--- src/sv/integer_to_radix_text_macros.svh ---
// ---------------------------------------------------------------------------
// Integer to radix text: assertion macros
// Shared concurrent assertion forms, clocked on clk and disabled in reset.
// ---------------------------------------------------------------------------
`ifndef INTEGER_TO_RADIX_TEXT_MACROS_SVH
`define INTEGER_TO_RADIX_TEXT_MACROS_SVH

// Check a consequence in the same cycle as its cause
`define R2T_ASSERT_SAME(label, ante, cons, msg) \
	label: assert property (@(posedge clk) disable iff (!arst_n) (ante) |-> (cons)) \
		else $error(msg);

// Check a consequence in the cycle after its cause
`define R2T_ASSERT_NEXT(label, ante, cons, msg) \
	label: assert property (@(posedge clk) disable iff (!arst_n) (ante) |=> (cons)) \
		else $error(msg);

`endif

--- src/sv/r2t_pkg.sv ---
// ---------------------------------------------------------------------------
// Integer to radix text: package
// Widths, codes, control types and digit helpers shared by the block.
// ---------------------------------------------------------------------------
package r2t_pkg;

	localparam int VALUE_WIDTH = 64;
	localparam int NUM_CELLS   = VALUE_WIDTH;
	localparam int CNT_W       = $clog2(VALUE_WIDTH + NUM_CELLS);
	localparam int NCNT_W      = $clog2(NUM_CELLS + 1);
	localparam int BCNT_W      = $clog2(VALUE_WIDTH + 1);
	localparam int DIGIT_W     = 6;
	localparam int CHAR_W      = 7;
	localparam int LEN_W       = 7;
	localparam int RADIX_W     = 6;

	localparam logic [RADIX_W-1:0] RADIX_MIN = RADIX_W'(2);
	localparam logic [RADIX_W-1:0] RADIX_MAX = RADIX_W'(36);
	localparam logic [DIGIT_W-1:0] DEC_BASE  = DIGIT_W'(10);
	localparam logic [CHAR_W-1:0]  CHAR_ZERO = CHAR_W'(8'h30);
	localparam logic [CHAR_W-1:0]  CHAR_LOW_A = CHAR_W'(8'h61);

	typedef enum logic [1:0] {
		ST_IDLE,
		ST_CONV,
		ST_EMIT
	} state_t;

	// Commands to the digit row
	typedef struct packed {
		logic clear;
		logic conv;
		logic shift;
	} row_ctl_t;

	function automatic logic radix_ok(input logic [RADIX_W-1:0] r);
		return (r >= RADIX_MIN) && (r <= RADIX_MAX);
	endfunction

	function automatic logic [CHAR_W-1:0] digit_char(input logic [DIGIT_W-1:0] d);
		logic [CHAR_W-1:0] dx;
		dx = CHAR_W'(d);
		if (d < DEC_BASE)
			return CHAR_ZERO + dx;
		else
			return CHAR_LOW_A + dx - CHAR_W'(DEC_BASE);
	endfunction

endpackage

--- src/sv/r2t_feed.sv ---
// ---------------------------------------------------------------------------
// Integer to radix text: magnitude feed
// Takes the magnitude of the input and shifts it out MSB first, one bit a
// cycle while advance is high; a valid flag marks the bits still to come.
// ---------------------------------------------------------------------------
module r2t_feed
	import r2t_pkg::*;
(
	input  logic                   clk,
	input  logic                   arst_n,
	input  logic                   load,
	input  logic                   advance,
	input  logic [VALUE_WIDTH-1:0] value,
	input  logic                   is_signed,
	output logic                   neg,
	output logic                   bit_out,
	output logic                   bit_en
);

	logic [VALUE_WIDTH-1:0] mag_q;
	logic [BCNT_W-1:0]      left_q;
	logic                   neg_q;
	logic                   neg_in;
	logic [VALUE_WIDTH-1:0] mag_in;

	// Negate a negative signed value; the most negative one maps to itself
	always_comb begin
		neg_in = is_signed & value[VALUE_WIDTH-1];
		mag_in = neg_in ? (~value + VALUE_WIDTH'(1)) : value;
	end

	// Count the bits still to send
	always_ff @(posedge clk or negedge arst_n) begin
		if (!arst_n) begin
			left_q <= '0;
			neg_q  <= 1'b0;
		end else if (load) begin
			left_q <= BCNT_W'(VALUE_WIDTH);
			neg_q  <= neg_in;
		end else if (advance && (left_q != '0)) begin
			left_q <= left_q - BCNT_W'(1);
		end
	end

	// Hold the magnitude and shift it out MSB first
	always_ff @(posedge clk) begin
		if (load)
			mag_q <= mag_in;
		else if (advance)
			mag_q <= {mag_q[VALUE_WIDTH-2:0], 1'b0};
	end

	assign neg     = neg_q;
	assign bit_out = mag_q[VALUE_WIDTH-1];
	assign bit_en  = advance && (left_q != '0);

endmodule

--- src/sv/r2t_digit_row.sv ---
// ---------------------------------------------------------------------------
// Integer to radix text: digit row
// A row of radix digit cells, least significant at index 0. Each cell
// doubles its digit and adds the carry of its lower neighbor; while conv is
// commanded, carries and enables pass one cell per cycle, so the bit stream
// ripples up as a wave. Afterwards the row shifts toward the top, one digit a cycle while shift is commanded.
// ---------------------------------------------------------------------------
module r2t_digit_row
	import r2t_pkg::*;
(
	input  logic               clk,
	input  logic               arst_n,
	input  row_ctl_t           ctl,
	input  logic [RADIX_W-1:0] radix,
	input  logic               bit_in,
	input  logic               bit_en,
	output logic [DIGIT_W-1:0] top_digit
);

	logic [DIGIT_W-1:0]   d_q [NUM_CELLS];
	logic [NUM_CELLS-1:0] en_q;
	logic [NUM_CELLS-1:0] c_q;
	logic [NUM_CELLS-1:0] act;
	logic [NUM_CELLS-1:0] cin;
	logic [NUM_CELLS-1:0] cout;
	logic [DIGIT_W-1:0]   nd [NUM_CELLS];
	logic [DIGIT_W-1:0]   up [NUM_CELLS];

	// Step every cell: digit = 2 * digit + carry in, reduced once by radix
	always_comb begin
		logic [DIGIT_W:0] s;
		act = {en_q[NUM_CELLS-2:0], bit_en};
		cin = {c_q[NUM_CELLS-2:0], bit_in};
		for (int i = 0; i < NUM_CELLS; i++) begin
			s = {d_q[i], 1'b0} + (DIGIT_W+1)'(cin[i]);
			cout[i] = (s >= (DIGIT_W+1)'(radix));
			nd[i] = cout[i] ? DIGIT_W'(s - (DIGIT_W+1)'(radix)) : s[DIGIT_W-1:0];
		end
	end

	// Form the row moved up by one digit
	always_comb begin
		up[0] = '0;
		for (int i = 1; i < NUM_CELLS; i++)
			up[i] = d_q[i-1];
	end

	// Advance the enable and carry wave
	always_ff @(posedge clk or negedge arst_n) begin
		if (!arst_n) begin
			en_q <= '0;
			c_q  <= '0;
		end else if (ctl.clear) begin
			en_q <= '0;
			c_q  <= '0;
		end else if (ctl.conv) begin
			en_q <= act;
			c_q  <= act & cout;
		end
	end

	// Update the digits
	always_ff @(posedge clk) begin
		for (int i = 0; i < NUM_CELLS; i++) begin
			if (ctl.clear)
				d_q[i] <= '0;
			else if (ctl.conv && act[i])
				d_q[i] <= nd[i];
			else if (ctl.shift)
				d_q[i] <= up[i];
		end
	end

	assign top_digit = d_q[NUM_CELLS-1];

endmodule

--- src/sv/integer_to_radix_text.sv ---
// ---------------------------------------------------------------------------
// Integer to radix text
// Converts a 64-bit integer to ASCII digits in radix 2 to 36, MSB first.
// ---------------------------------------------------------------------------
// Usage: drive value, is_signed and radix with start high; the item is
// taken at a rising edge where start is high and busy is low.
// Results come out one character per cycle, each marked by strobe for one
// cycle; the receiver cannot stall them and must take every one.
// A bad radix gives one error result the cycle after the transfer and busy
// stays low, so another item may follow at once.
// A valid item keeps busy high while the bit wave of 64 bits crosses the
// 64-cell digit row, then while the row shifts up one digit a cycle, first
// dropping leading zeros and then sending each digit. Results are registered
// and appear in the cycle after their shift, so the last result shows in the
// cycle after busy falls.
// A negative value sets lead_minus on the first character; the last one
// carries the text length including the sign.
// Reset clears the controller and the carry wave; no result is pending.
// ---------------------------------------------------------------------------
`include "integer_to_radix_text_macros.svh"

module integer_to_radix_text
	import r2t_pkg::*;
(
	input  logic               clk,
	input  logic               arst_n,
	input  logic               start,
	output logic               busy,
	input  logic [63:0]        value,
	input  logic               is_signed,
	input  logic [RADIX_W-1:0] radix,
	output logic               strobe,
	output logic [CHAR_W-1:0]  text_char,
	output logic               lead_minus,
	output logic               is_last,
	output logic [LEN_W-1:0]   text_length,
	output logic               radix_error
);

	localparam logic [CNT_W-1:0] CONV_LAST = CNT_W'(VALUE_WIDTH + NUM_CELLS - 2);

	state_t             state_q, state_d;
	logic [CNT_W-1:0]   cnt_q;
	logic [NCNT_W-1:0]  n_q;
	logic               first_q;
	logic [LEN_W-1:0]   len_q;
	logic [RADIX_W-1:0] radix_q;
	logic               strobe_q;
	logic [CHAR_W-1:0]  char_q;
	logic               minus_q;
	logic               last_q;
	logic [LEN_W-1:0]   tlen_q;
	logic               err_q;

	logic               accept;
	logic               load;
	logic               bad;
	logic               emit_now;
	logic               neg;
	logic               feed_bit;
	logic               feed_en;
	logic [DIGIT_W-1:0] top_digit;
	logic [LEN_W-1:0]   total_len;
	row_ctl_t           row_ctl;

	assign busy   = (state_q != ST_IDLE);
	assign accept = start && !busy;
	assign load   = accept && radix_ok(radix);
	assign bad    = accept && !radix_ok(radix);

	r2t_feed u_feed (
		.clk       (clk),
		.arst_n    (arst_n),
		.load      (load),
		.advance   (state_q == ST_CONV),
		.value     (value[VALUE_WIDTH-1:0]),
		.is_signed (is_signed),
		.neg       (neg),
		.bit_out   (feed_bit),
		.bit_en    (feed_en)
	);

	r2t_digit_row u_row (
		.clk       (clk),
		.arst_n    (arst_n),
		.ctl       (row_ctl),
		.radix     (radix_q),
		.bit_in    (feed_bit),
		.bit_en    (feed_en),
		.top_digit (top_digit)
	);

	// Next state and row commands
	always_comb begin
		state_d       = state_q;
		row_ctl.clear = load;
		row_ctl.conv  = (state_q == ST_CONV);
		row_ctl.shift = (state_q == ST_EMIT);
		emit_now      = 1'b0;
		unique case (state_q)
			ST_IDLE: begin
				if (load)
					state_d = ST_CONV;
			end
			ST_CONV: begin
				if (cnt_q == CONV_LAST)
					state_d = ST_EMIT;
			end
			ST_EMIT: begin
				emit_now = !(first_q && (top_digit == '0) && (n_q > NCNT_W'(1)));
				if (n_q == NCNT_W'(1))
					state_d = ST_IDLE;
			end
			default: state_d = ST_IDLE;
		endcase
	end

	assign total_len = LEN_W'(n_q) + LEN_W'(neg);

	// Hold state, cycle and digit counters
	always_ff @(posedge clk or negedge arst_n) begin
		if (!arst_n) begin
			state_q  <= ST_IDLE;
			cnt_q    <= '0;
			n_q      <= '0;
			first_q  <= 1'b0;
			strobe_q <= 1'b0;
		end else begin
			state_q  <= state_d;
			strobe_q <= bad || emit_now;
			if (load) begin
				cnt_q   <= '0;
				n_q     <= NCNT_W'(NUM_CELLS);
				first_q <= 1'b1;
			end else begin
				if (state_q == ST_CONV)
					cnt_q <= cnt_q + CNT_W'(1);
				if (state_q == ST_EMIT)
					n_q <= n_q - NCNT_W'(1);
				if (emit_now)
					first_q <= 1'b0;
			end
		end
	end

	// Register radix, length and the result payload
	always_ff @(posedge clk) begin
		if (load)
			radix_q <= radix;
		if (emit_now && first_q)
			len_q <= total_len;
		if (bad) begin
			char_q  <= '0;
			minus_q <= 1'b0;
			last_q  <= 1'b1;
			tlen_q  <= '0;
			err_q   <= 1'b1;
		end else if (emit_now) begin
			char_q  <= digit_char(top_digit);
			minus_q <= neg && first_q;
			last_q  <= (n_q == NCNT_W'(1));
			if (n_q == NCNT_W'(1))
				tlen_q <= first_q ? total_len : len_q;
			else
				tlen_q <= '0;
			err_q   <= 1'b0;
		end
	end

	assign strobe      = strobe_q;
	assign text_char   = char_q;
	assign lead_minus  = minus_q;
	assign is_last     = last_q;
	assign text_length = tlen_q;
	assign radix_error = err_q;

	`R2T_ASSERT_SAME(a_err_single, strobe_q && err_q, last_q && (tlen_q == '0) && !minus_q, "error item must be a lone last item")
	`R2T_ASSERT_SAME(a_last_len, strobe_q && last_q && !err_q, tlen_q != '0, "last character must carry a length")
	`R2T_ASSERT_SAME(a_digit_range, state_q == ST_EMIT, top_digit < DIGIT_W'(radix_q), "digit out of radix range")
	`R2T_ASSERT_NEXT(a_conv_done, (state_q == ST_CONV) && (cnt_q == CONV_LAST), (state_q == ST_EMIT) && (n_q == NCNT_W'(NUM_CELLS)), "conversion must hand a full row to emit")

endmodule

--- config.mk ---
export PLATFORM = sky130hd
export DESIGN_NAME = integer_to_radix_text
export DESIGN_NICKNAME = d
export VERILOG_FILES = /design/src/sv/r2t_pkg.sv /design/src/sv/r2t_feed.sv /design/src/sv/r2t_digit_row.sv /design/src/sv/integer_to_radix_text.sv
export VERILOG_INCLUDE_DIRS = /design/src /design/src/sv
export SDC_FILE = /design/constraint.sdc
export NUM_CORES = 2
export LEC_CHECK = 0
export BUFFER_PORTS_ARGS = -buffer_cell sky130_fd_sc_hd__buf_2
export CAP_MARGIN = 15
export CORE_ASPECT_RATIO = 0.75
export CORE_MARGIN = 2
export CORE_UTILIZATION = 57
export DETAILED_ROUTE_END_ITERATION = 7
export PLACE_DENSITY = 0.73
export SETUP_SLACK_MARGIN = 0.5
export SLEW_MARGIN = 20
export SYNTH_ARGS = -nofsm -noshare
export SYNTH_HDL_FRONTEND = slang
export SYNTH_SLANG_ARGS = --single-unit
--- constraint.sdc ---
create_clock -name clk -period 20.5 [get_ports clk]
set_input_delay 1.025 -clock clk [delete_from_list [all_inputs] [get_ports clk]]
set_output_delay 1.025 -clock clk [all_outputs]
set_load 0.02 [all_outputs]
==> impl_metrics.csv <==
group,metric,value,unit
floorplan,start_util,57.63,%
critical_path,r2r_slack,15.81,ns
cts,clk_pin_slew,0.06,ns
yosys,syn_nets,5293,
sta,hold_slack,0.4583,ns
yosys,synth_compound_area_share,16.47,%
routing,wirelength,107300,um
critical_path,r2r-start,"radix_q[1]$_DFFE_PP_",
routing,routed_via_density,6.067,
yosys,synth_cells,4756,
critical_path,cp.arrival,5.28,ns
sta,worst_slew_pin_slew,1.144,ns
critical_path,crit_chain,"buf_2 > o21ai_0 > a21boi_0 > nor2_1 > nand3_4 > inv_2 > buf_4 > nor2_4 > inv_6 > buf_4 > o22ai_1",
yosys,muxShareOfSynthArea,7.200,%
yosys,synth_top_family_by_area,"compound AO/OA/AOI/OAI gates",
floorplan,die_y,248.3,um
cts,htree_levels,3,
placement,globalplace.congestion,0.8979,
yosys,yosysTopAreaCellShare,30.51,%
cts,cts_root_buf,"clkbuf_16",
critical_path,crit_buf_inv,5,
global_route,grt_pass1_wl,177200,um
critical_path,cp-start-kind,"primary input",
sta,slew_viol_final,0,
sta,rsz0062_at_grt,"no",
cts,cts_made_buffers,69,
final_layout,drive_gt1_share,5.647,%
global_route,grt_max_degree,222,
routing,wl_per_cell,18.13,um
routing,highest_layer,"met4",
routing,initialDrtViolationCount,2946,
sta,finalHoldViolCount,0,
routing,drc_errors,0,
sta,slew_headroom,23.09,%
cts,cts_setup_buffers,0,
floorplan,core,78730,sq um
outcome,status,"completed",
critical_path,r2r_end,"u_row.d_q[1][1]$_SDFFCE_PN0P_",
yosys,yosys.area_share.simple,14.67,%
placement,placed_cell_area,46920,sq um
sta,finClkSkew,0.01751,ns
routing,dr_wl_met2,46810,um
critical_path,crit_path_top_delay_cell,"buf_4",
critical_path,r2r.worst_path.cells,9,
critical_path,critical_path.top_delay_family,"buffers and inverters",
routing,firstDrtPassIters,5,
yosys,synth.area.top_cells,"edfxtp_1, ha_1, dfrtp_1",
yosys,ys_ff_latch,630,
final_layout,design_area,49300,sq um
routing,dr_total_vias,35900,
min_path,min_path_type,"primary input to async pin",
cts,holdBufCountCts,0,
yosys,netlist-cell-type-count,70,
critical_path,cp_max_fo,95,
floorplan,dieWidth,329.8,um
sta,tns,0,ns
yosys,synthAdderAreaFrac,13.83,%
placement,dp_hpwl,73330,um
critical_path,critPathCaptureType,"flip-flop",
floorplan,die_area,81890,sq um
cts,cts_resized,0,
yosys,synth_most_common_cell,"nand2_1",
routing,drtAntennaViolNets,0,
critical_path,cp.required,20.94,ns
cts,clk_latency,0.64,ns
yosys,synth.avg_cell_area,9.540,sq um
sta,min_period,4.836,ns
critical_path,path_common_cell,"buf_4",
yosys,synth_flop_cell,"edfxtp_1",
global_route,grt_usage,26.26,%
critical_path,worstSetupPathType,"primary input to flip-flop",
cts,cts_tree,"built",
routing,wl_met1,52350,um
sta,period_share,23.59,%
pwr,leakagePower,20.84,nW
placement,port_buffers,92,
yosys,synth_xor_area_share,5.251,%
floorplan,num_io_pins,93,
yosys,syn_area,45370,sq um
yosys,yosysWarnings,0,
sta,finalSetupViolCount,0,
routing,wl_met3,6309,um
cts,cts_buffer_depth,3,
final_layout,final_nets,5350,
yosys,synth_edf_count,461,
critical_path,max_stage_delay,0.89,ns
sta,max_freq,206.8,MHz
global_route,grt_pass1_vias,34640,
cts,numClockSinks,630,
final_layout,final_core_util,62.62,%
pwr,power.total,7.046,mW
floorplan,row_count,89,
yosys,ys_async_sr_fraction,24.13,%
global_route,overflow,0,
final_layout,areaGrowthSynthToFinish,8.659,%
yosys,netlist_top_cells_count,"nand2_1, o21ai_0, edfxtp_1, ha_1, mux2i_1",
global_route,antenna_found_initial,1,
yosys,ys_seq_area_share,39.64,%
pwr,irDropWorstVdd,0.1059,mV
pwr,power.density,142.9,nW/um^2
run,drv_cap,0,
yosys,netlist.top_cell.by_area,"edfxtp_1",
==> registers in the layout, summed over array words and instances (netlist names), 2 cells and up <==
signal and cells:
u_row.d_q 384, u_feed.mag_q 64, u_row.c_q 63, u_row.en_q 63, cnt_q 7, len_q 7, n_q 7, text_char 7
text_length 7, u_feed.left_q 7, radix_q 6, state_q 2
==> cell usage in the layout (no fill, tap or decap), drive strengths merged, types with 18 or more instances in the layout <==
master,Yosys,layout
fa,64,64
nor2b,74,74
o21ai,494,494
nor3,133,133
ha,399,399
nor2,273,273
a21boi,59,59
mux2i,323,323
or3,51,51
dfrtp,152,152
nand3,97,97
a31oi,22,22
inv,219,224
a21oi,187,187
edfxtp,461,461
xnor2,127,127
a32o,117,117
nand2,833,833
clkbuf,117,104
o21bai,110,110
o31ai,54,54
o22ai,47,47
buf,12,114
or4,23,23
nor4,18,18
xor2,145,145
==> per-stage QoR <==
step                setup slack [ns]  instances
finish                         15.66       5917
detailed placement             15.04       5788
CTS                            15.69       5916
floorplan                      13.97       4756
global placement               15.10       5788
global route                   15.28       5916
==> cell type report <==
type	count	area, sq um
inverters	220	848.3
well taps	1046	1309
multi-input cells	3777	26250
fillers	6479	29430
clock inverters	25	249.0
clock buffers	103	1988
flip-flops and latches	630	17990
diodes	1	2.502
repair buffers	115	666.9
==> worst max-delay path by stage <==
stage / from / to / slack (ns) / cells past startpoint
after floorplan: radix_q[1]$_DFFE_PP_ / u_row.d_q[1][0]$_SDFFCE_PN0P_ / 13.97 / 8
after global placement: radix[0] / u_feed.mag_q[49]$_DFFE_PP_ / 15.10 / 10
after detailed placement: radix[1] / u_row.c_q[59]$_DFFE_PN0P_ / 15.04 / 11
after CTS: radix[1] / u_row.c_q[59]$_DFFE_PN0P_ / 15.69 / 11
after global routing: radix[0] / u_row.c_q[59]$_DFFE_PN0P_ / 15.28 / 11
final: radix[1] / u_row.c_q[59]$_DFFE_PN0P_ / 15.66 / 11
==> worst reg2reg max path, delay by kind of cell (launching register included) <==
| kind | cells | cell delay (ns) |
|---|---|---|
| AND/OR/NAND/NOR | 2 | 1.02 |
| AO/OA/AOI/OAI | 3 | 0.78 |
| multiplexers | 1 | 0.18 |
| adder cells (fa/ha/maj) | 1 | 0.38 |
| flip-flops | 1 | 0.55 |
| buffers and inverters | 2 | 1.53 |
==> power by group <==
part	switching [mW]	internal, mW
sequential	0.407	2.07
combinational	1.91	1.40
clock	0.535	0.726
total	2.85	4.19
==> cell families after synthesis <==
| group | after synthesis |
|---|---|
| buffers and inverters | 349 |
| multiplexers | 326 |
| flip-flops | 630 |
| AND/OR/NAND/NOR | 1534 |
| XOR/XNOR | 272 |
| AO/OA/AOI/OAI | 1182 |
| adder cells (fa/ha/maj) | 463 |
==> routing by layer <==
layer	vias up	global-route usage, %
met5	-	0
met4	0	6.056
met3	138	4.197
met2	949	40.09
met1	17250	39.19
li1	17560	-
(Power assumes the default switching activity.)
